[src/rtl/ssiir_pkg.sv]
// Shared widths, register indices and types for the saturating second-order IIR.
package ssiir_pkg;

  localparam int COEF_W     = 32;
  localparam int SAMPLE_W   = 16;
  localparam int SPEED_W    = 24;
  localparam int IN_LIM_W   = 15;
  localparam int OUT_LIM_W  = 23;
  localparam int COEF_FRAC  = COEF_W - 4;
  localparam int VOLT_ALIGN = 2;

  // accumulator: two speed products plus three aligned voltage products
  localparam int PROD_Y_W = COEF_W + SPEED_W + 1;
  localparam int PROD_V_W = COEF_W + SAMPLE_W + VOLT_ALIGN + 2;
  localparam int ACC_NEED = ((PROD_Y_W > PROD_V_W) ? PROD_Y_W : PROD_V_W) + 1;
  localparam int ACC_W    = (ACC_NEED > 64) ? 64 : ACC_NEED;
  localparam int Y_W      = ACC_W - COEF_FRAC;

  localparam int CMPV_W = ((SAMPLE_W > IN_LIM_W + 1) ? SAMPLE_W : IN_LIM_W + 1) + 1;
  localparam int CMPY_W = ((Y_W > OUT_LIM_W + 1) ? Y_W : OUT_LIM_W + 1) + 1;

  localparam logic [ACC_W-1:0] ROUND_BIAS = ACC_W'(1) << (COEF_FRAC - 1);

  localparam int S_TDATA_W  = ((SAMPLE_W + 7) / 8) * 8;
  localparam int M_TDATA_W  = ((SPEED_W + 7) / 8) * 8;
  localparam int CFG_IDX_W  = 3;
  localparam int CFG_DATA_W = (COEF_W > OUT_LIM_W) ? COEF_W : OUT_LIM_W;

  localparam logic [CFG_IDX_W-1:0] REG_COEF_OUT_1   = 3'd0;
  localparam logic [CFG_IDX_W-1:0] REG_COEF_OUT_2   = 3'd1;
  localparam logic [CFG_IDX_W-1:0] REG_COEF_IN_0    = 3'd2;
  localparam logic [CFG_IDX_W-1:0] REG_COEF_IN_1    = 3'd3;
  localparam logic [CFG_IDX_W-1:0] REG_COEF_IN_2    = 3'd4;
  localparam logic [CFG_IDX_W-1:0] REG_INPUT_LIMIT  = 3'd5;
  localparam logic [CFG_IDX_W-1:0] REG_OUTPUT_LIMIT = 3'd6;

  localparam logic [IN_LIM_W-1:0]  IN_LIM_RST  = IN_LIM_W'(24576);   // 12 V
  localparam logic [OUT_LIM_W-1:0] OUT_LIM_RST = OUT_LIM_W'(1941504); // 237 rad/s

  typedef struct packed {
    logic [COEF_W-1:0]    coef_out_1;
    logic [COEF_W-1:0]    coef_out_2;
    logic [COEF_W-1:0]    coef_in_0;
    logic [COEF_W-1:0]    coef_in_1;
    logic [COEF_W-1:0]    coef_in_2;
    logic [IN_LIM_W-1:0]  input_limit;
    logic [OUT_LIM_W-1:0] output_limit;
  } cfg_t;

  typedef struct packed {
    logic [SPEED_W-1:0]  out_1;
    logic [SPEED_W-1:0]  out_2;
    logic [SAMPLE_W-1:0] in_1;
    logic [SAMPLE_W-1:0] in_2;
  } hist_t;

endpackage

[src/rtl/ssiir_cfg.sv]
// Configuration register file: coefficients and clamp limits.
module ssiir_cfg import ssiir_pkg::*; (
  input  logic                  clk_i,
  input  logic                  rst_ni,
  input  logic                  valid_i,
  output logic                  ready_o,
  input  logic [CFG_IDX_W-1:0]  index_i,
  input  logic [CFG_DATA_W-1:0] data_i,
  output cfg_t                  cfg_o
);

  cfg_t cfg_q, cfg_d;

  assign ready_o = 1'b1;

  always_comb begin
    cfg_d = cfg_q;
    if (valid_i) begin
      unique case (index_i)
        REG_COEF_OUT_1:   cfg_d.coef_out_1   = data_i[COEF_W-1:0];
        REG_COEF_OUT_2:   cfg_d.coef_out_2   = data_i[COEF_W-1:0];
        REG_COEF_IN_0:    cfg_d.coef_in_0    = data_i[COEF_W-1:0];
        REG_COEF_IN_1:    cfg_d.coef_in_1    = data_i[COEF_W-1:0];
        REG_COEF_IN_2:    cfg_d.coef_in_2    = data_i[COEF_W-1:0];
        REG_INPUT_LIMIT:  cfg_d.input_limit  = data_i[IN_LIM_W-1:0];
        REG_OUTPUT_LIMIT: cfg_d.output_limit = data_i[OUT_LIM_W-1:0];
        default:          cfg_d = cfg_q; // unmapped index, write dropped
      endcase
    end
  end

  always_ff @(posedge clk_i or negedge rst_ni) begin
    if (!rst_ni) begin
      cfg_q.coef_out_1   <= '0;
      cfg_q.coef_out_2   <= '0;
      cfg_q.coef_in_0    <= '0;
      cfg_q.coef_in_1    <= '0;
      cfg_q.coef_in_2    <= '0;
      cfg_q.input_limit  <= IN_LIM_RST;
      cfg_q.output_limit <= OUT_LIM_RST;
    end else begin
      cfg_q <= cfg_d;
    end
  end

  assign cfg_o = cfg_q;

endmodule

[config.mk]
export PLATFORM = sky130hd
export DESIGN_NAME = ssiir_cfg
export DESIGN_NICKNAME = d
export VERILOG_FILES = /design/src/rtl/ssiir_pkg.sv /design/src/rtl/ssiir_cfg.sv
export SDC_FILE = /design/constraint.sdc
export NUM_CORES = 1
export LEC_CHECK = 0
export BUFFER_PORTS_ARGS = -buffer_cell sky130_fd_sc_hd__buf_2
export CELL_PAD_IN_SITES_DETAIL_PLACEMENT = 1
export CELL_PAD_IN_SITES_GLOBAL_PLACEMENT = 1
export CORE_ASPECT_RATIO = 0.75
export CORE_MARGIN = 8
export CORE_UTILIZATION = 45
export DETAILED_ROUTE_END_ITERATION = 12
export GPL_ROUTABILITY_DRIVEN = 0
export PLACE_DENSITY_LB_ADDON = 0.1
export SETUP_SLACK_MARGIN = 0.5
export SLEW_MARGIN = 15
export SYNTH_ARGS = -nofsm -noshare
export SYNTH_HDL_FRONTEND = slang
export SYNTH_SLANG_ARGS = --single-unit
[constraint.sdc]
create_clock -name clk_i -period 1 [get_ports clk_i]
set_input_delay 0 -clock clk_i [delete_from_list [all_inputs] [get_ports clk_i]]
set_output_delay 0 -clock clk_i [all_outputs]
set_load 0.05 [all_outputs]
==> impl_metrics.py, run 1 <==
metrics = {
    "clocking": {
        "cts_buffer_depth": 2,
        "root_buffer": "clkbuf_16",
        "cts_resized": 528,
        "cts_sinks": 198,
        "cts_setup_buffers": 76,
        "numCtsBuffers": 17,
        "htree_levels": 4,
    },
    "die": {
        "die_h_um": 127.6,
        "die_x_um": 164.7,
        "start_util": 0.4633,
        "rows": 40,
        "pin_count": 237,
    },
    "logic_synthesis": {
        "syn-cell-area_um2": 7466,
        "yosys_register_bits": 198,
        "async_reset_ff_frac": 1.000,
        "syn_avg_cell_area_um2": 17.48,
        "yosysSeqAreaShare": 0.6650,
        "synth_cell_types": 12,
        "ys_top_cells_by_count": "190 x dfrtp_1, 181 x mux2_2, 17 x mux2_1",
        "synth_top_area_cell": "dfrtp_1",
        "yosysTopAreaCellShare": 0.6368,
        "synthFlopType": "dfrtp_1",
        "syn_nets": 465,
        "yosysMostFrequentCell": "dfrtp_1",
        "syn-instance-count": 427,
        "ys_warn_count": 0,
        "synthTopCellsByArea": "dfrtp_1 64%, mux2_2 27%, dfstp_2 2.8%, mux2_1 2.6%, buf_6 1.4%",
        "synth_edf_count": 0,
    },
    "run_status": {
        "lastStage": "clock tree synthesis",
        "firstError": "[ERROR DPL-0033] detailed placement checks failed during check placement.",
        "status": "stopped before the end",
    },
    "placed_design": {
        "dp_cells": 874,
        "placedInstanceArea_um2": 9737,
        "dp_hpwl_um": 15760,
        "portBuffers": 235,
        "pre_cts_ws_ns": -0.3447,
    },
}
metrics by stage:
step,hold slack (ns),setup TNS (ns)
global placement,-0.1144,-48.83
detailed placement,-0.1105,-56.24
floorplan,-0.2956,-11.89
kinds of logic after synthesis:
logic type	after synthesis	synth area share
buffers and inverters	23	0.02430
flip-flops	198	0.6650
multiplexers	198	0.2986
other	1	0.0005023
AND/OR/NAND/NOR	7	0.01156
==> run 2, diff against run 1 <==
==> config.mk (replaced) <==
export PLATFORM = sky130hd
export DESIGN_NAME = ssiir_cfg
export DESIGN_NICKNAME = d
export VERILOG_FILES = /design/src/rtl/ssiir_pkg.sv /design/src/rtl/ssiir_cfg.sv
export SDC_FILE = /design/constraint.sdc
export NUM_CORES = 1
export LEC_CHECK = 0
export BUFFER_PORTS_ARGS = -buffer_cell sky130_fd_sc_hd__buf_2
export CORE_MARGIN = 8
export CORE_UTILIZATION = 40
export DETAILED_ROUTE_END_ITERATION = 12
export GPL_ROUTABILITY_DRIVEN = 0
export PLACE_DENSITY_LB_ADDON = 0.15
export SLEW_MARGIN = 15
export SYNTH_ARGS = -nofsm -noshare
export SYNTH_HDL_FRONTEND = slang
export SYNTH_SLANG_ARGS = --single-unit
==> impl_metrics.py, run 2 <==
metrics = {
    "power": {
        "pwr-share-seq": 0.340,
        "sw_frac_of_total": 0.3952,
        "leakagePower_nw": 5.949,
        "fin_total_pwr_mw": 33.11,
        "netSwitchingPower_mw": 13.09,
        "worst_ir_drop_vdd_mv": 1.392,
        "power.internal_mw": 20.03,
        "combPwrFrac": 0.450,
        "power_density_nw_per_um2": 2663,
        "clkPwrFrac": 0.210,
    },
    "die": {
        "die_h_um": 152.6,
        "start_util": 0.4032,
        "core_um2": 18520,
        "dieArea_um2": 23290,
        "die_x_um": 152.6,
        "rows": 50,
        "pin_count": 237,
    },
    "global_route": {
        "grt_usage": 0.1917,
        "grt_overflow_total": 0,
        "grt_pass1_vias": 5773,
        "grt_start_max_net_pins": 41,
        "grt_pass1_wl_um": 35020,
        "antenna_found_initial": 1,
    },
    "detailed_routing": {
        "wire_per_inst_um": 20.94,
        "dr.pass1.iters": 4,
        "drc_errors": 0,
        "detail-route-antenna-nets": 0,
        "via_per_inst": 4.825,
        "routed_wl_um": 22110,
        "vias": 5095,
        "dr.first_iter.drc_count": 146,
    },
    "logic_synthesis": {
        "synth_edf_count": 0,
        "syn-cell-area_um2": 7466,
        "syn-instance-count": 427,
        "syn_avg_cell_area_um2": 17.48,
        "yosysMostFrequentCell": "dfrtp_1",
        "synthFlopType": "dfrtp_1",
        "yosys_register_bits": 198,
        "synth_top_area_cell": "dfrtp_1",
        "yosysSeqAreaShare": 0.6650,
        "ys_warn_count": 0,
        "synth_cell_types": 12,
        "async_reset_ff_frac": 1.000,
        "syn_nets": 465,
        "ys_top_cells_by_count": "190 x dfrtp_1, 181 x mux2_2, 17 x mux2_1",
        "yosysTopAreaCellShare": 0.6368,
        "synthTopCellsByArea": "dfrtp_1 64%, mux2_2 27%, dfstp_2 2.8%, mux2_1 2.6%, buf_6 1.4%",
    },
    "clocking": {
        "clk_latency_ns": 0.42,
        "root_buffer": "clkbuf_16",
        "cts_sinks": 198,
        "cts_buffer_depth": 2,
        "tritoncts": "yes",
        "numCtsBuffers": 17,
        "clk_pin_slew_ns": 0.07,
        "htree_levels": 4,
    },
    "cells_and_area": {
        "most-common-layout-cells": "190 x dfrtp_1, 190 x buf_6, 103 x buf_4",
        "largest_reg_flops": 198,
        "nNetsFinal": 846,
        "drive_gt1_frac": 0.7235,
        "area_growth_pct": 66.57,
        "stdcell_area_um2": 12440,
    },
    "setup_path": {
        "cp-start-kind": "flip-flop",
        "crit_cells": 1,
        "critical-path-top-delay-family": "flip-flops",
        "path_buf_inv": 1,
        "crit_start": "cfg_o[13]",
        "r2r_setup_slack_ns": 0.07,
        "r2r_end": "cfg_o[29]",
        "cp.required_ns": 1.00,
        "worst-setup-path-type": "flip-flop to output pin",
        "critical_path.endpoint_type": "output pin",
        "timing.rr.start": "cfg_o[29]",
        "cp_max_fo": 2,
        "max_stage_delay_ns": 0.57,
        "slowest_stage": "dfstp_2",
        "cp-endpoint": "cfg_o[13]",
        "r2r_cells": 2,
        "crit_chain": "buf_8",
        "crit_arrival_ns": 1.15,
    },
    "timing": {
        "finClkSkew_ns": 0,
        "max_freq_mhz": 870.0,
        "setup_slack_ns": -0.1495,
        "setup_violations": 18,
        "min_period_ns": 1.149,
        "drv_slew": 0,
        "post-route-period-util": 1.149,
        "finalHoldViolations": 0,
        "rsz0062_at_grt": "yes",
    },
    "worst_hold_path": {
        "min_path_type": "primary input to asynchronous set/reset pin",
    },
    "placed_design": {
        "portBuffers": 235,
        "placedInstanceArea_um2": 9632,
        "dp_hpwl_um": 14760,
    },
    "run_status": {
        "violations": "negative setup slack",
        "status": "finished, violations left",
    },
    "job": {
        "cap_viol_max_count": 0,
    },
}
## run 2: cell counts after synthesis
Identical to the previous run, type by type.
## run 2: cell families after synthesis
family | synth area share
and+or+nand+nor | 0.01156
buffers and inverters | 0.02430
DFF | 0.6650
other | 0.0005023
muxes | 0.2986
## run 2: per-stage QoR
| stage | instances | setup slack [ns] | setup TNS, ns | utilization | hold slack [ns] |
|---|---|---|---|---|---|
| detailed placement | 910 | -0.3427 | -53.14 | 0.5201 | -0.02771 |
| global route | 1056 | -0.1806 | -5.835 | 0.6716 | 0.06961 |
| finish | 1056 | -0.1495 | -1.039 | 0.6716 | 0.07453 |
| global placement | 910 | -0.3162 | -49.62 | 0.5201 | -0.02663 |
| floorplan | 427 | -0.1135 | -11.11 | - | -0.2956 |
| CTS | 1031 | -0.1632 | -2.620 | 0.6617 | 0.06249 |
## run 2: power groups by stage
stage	combinational (mW)	sequential [mW]	clock, mW
finish	14.9	11.3	6.96
global route	15.4	11.4	7.47
CTS	14.6	11.2	7.10
detailed placement	11.5	10.9	0
global placement	11.4	10.9	0
floorplan	2.22	17.1	0
## run 2: worst min-delay path by stage
| stage | end | slack [ns] | cells past startpoint |
|---|---|---|---|
| 2_1_floorplan | cfg_o[0] | -0.30 | 0 |
| 3_3_place_gp | cfg_o[53] | -0.03 | 1 |
| 3_5_place_dp | cfg_o[85] | -0.03 | 1 |
| 4_1_cts | cfg_o[85] | 0.06 | 2 |
| 5_1_grt | cfg_o[85] | 0.07 | 2 |
| 6_report | cfg_o[85] | 0.07 | 2 |
## run 2: timing repair
item	in CTS	in global routing
hold endpoints to repair	393	0
setup endpoints to repair	198	198
resized for setup	404	0
setup buffers	56	24
hold buffers	33	0
## run 2: final cells by class
| class | instances | area [µm²] |
|---|---|---|
| Multi-Input combinational cell | 206 | 2736 |
| Fill cell | 1269 | 6082 |
| Clock inverter | 12 | 145.1 |
| Sequential cell | 198 | 4965 |
| Tap cell | 234 | 292.8 |
| Timing Repair Buffer | 385 | 3837 |
| Clock buffer | 20 | 456.7 |
| Antenna cell | 1 | 2.502 |
## run 2: metal layers
layer  wire length [µm]  vias up  global-route usage
li1                   -     2275                   -
met1               9219     2608              0.2277
met2              10710      175              0.3093
met3               1624       37             0.07175
met4                559        0             0.07870
met5                  0        -                   0
## run 2: worst register-to-register path, delay by kind of cell, from the launching register on
family,cells,cell delay [ns]
buffers and inverters,1,0.14
DFF,1,0.40
muxes,1,0.28
Power figures use the tool's default switching activity.
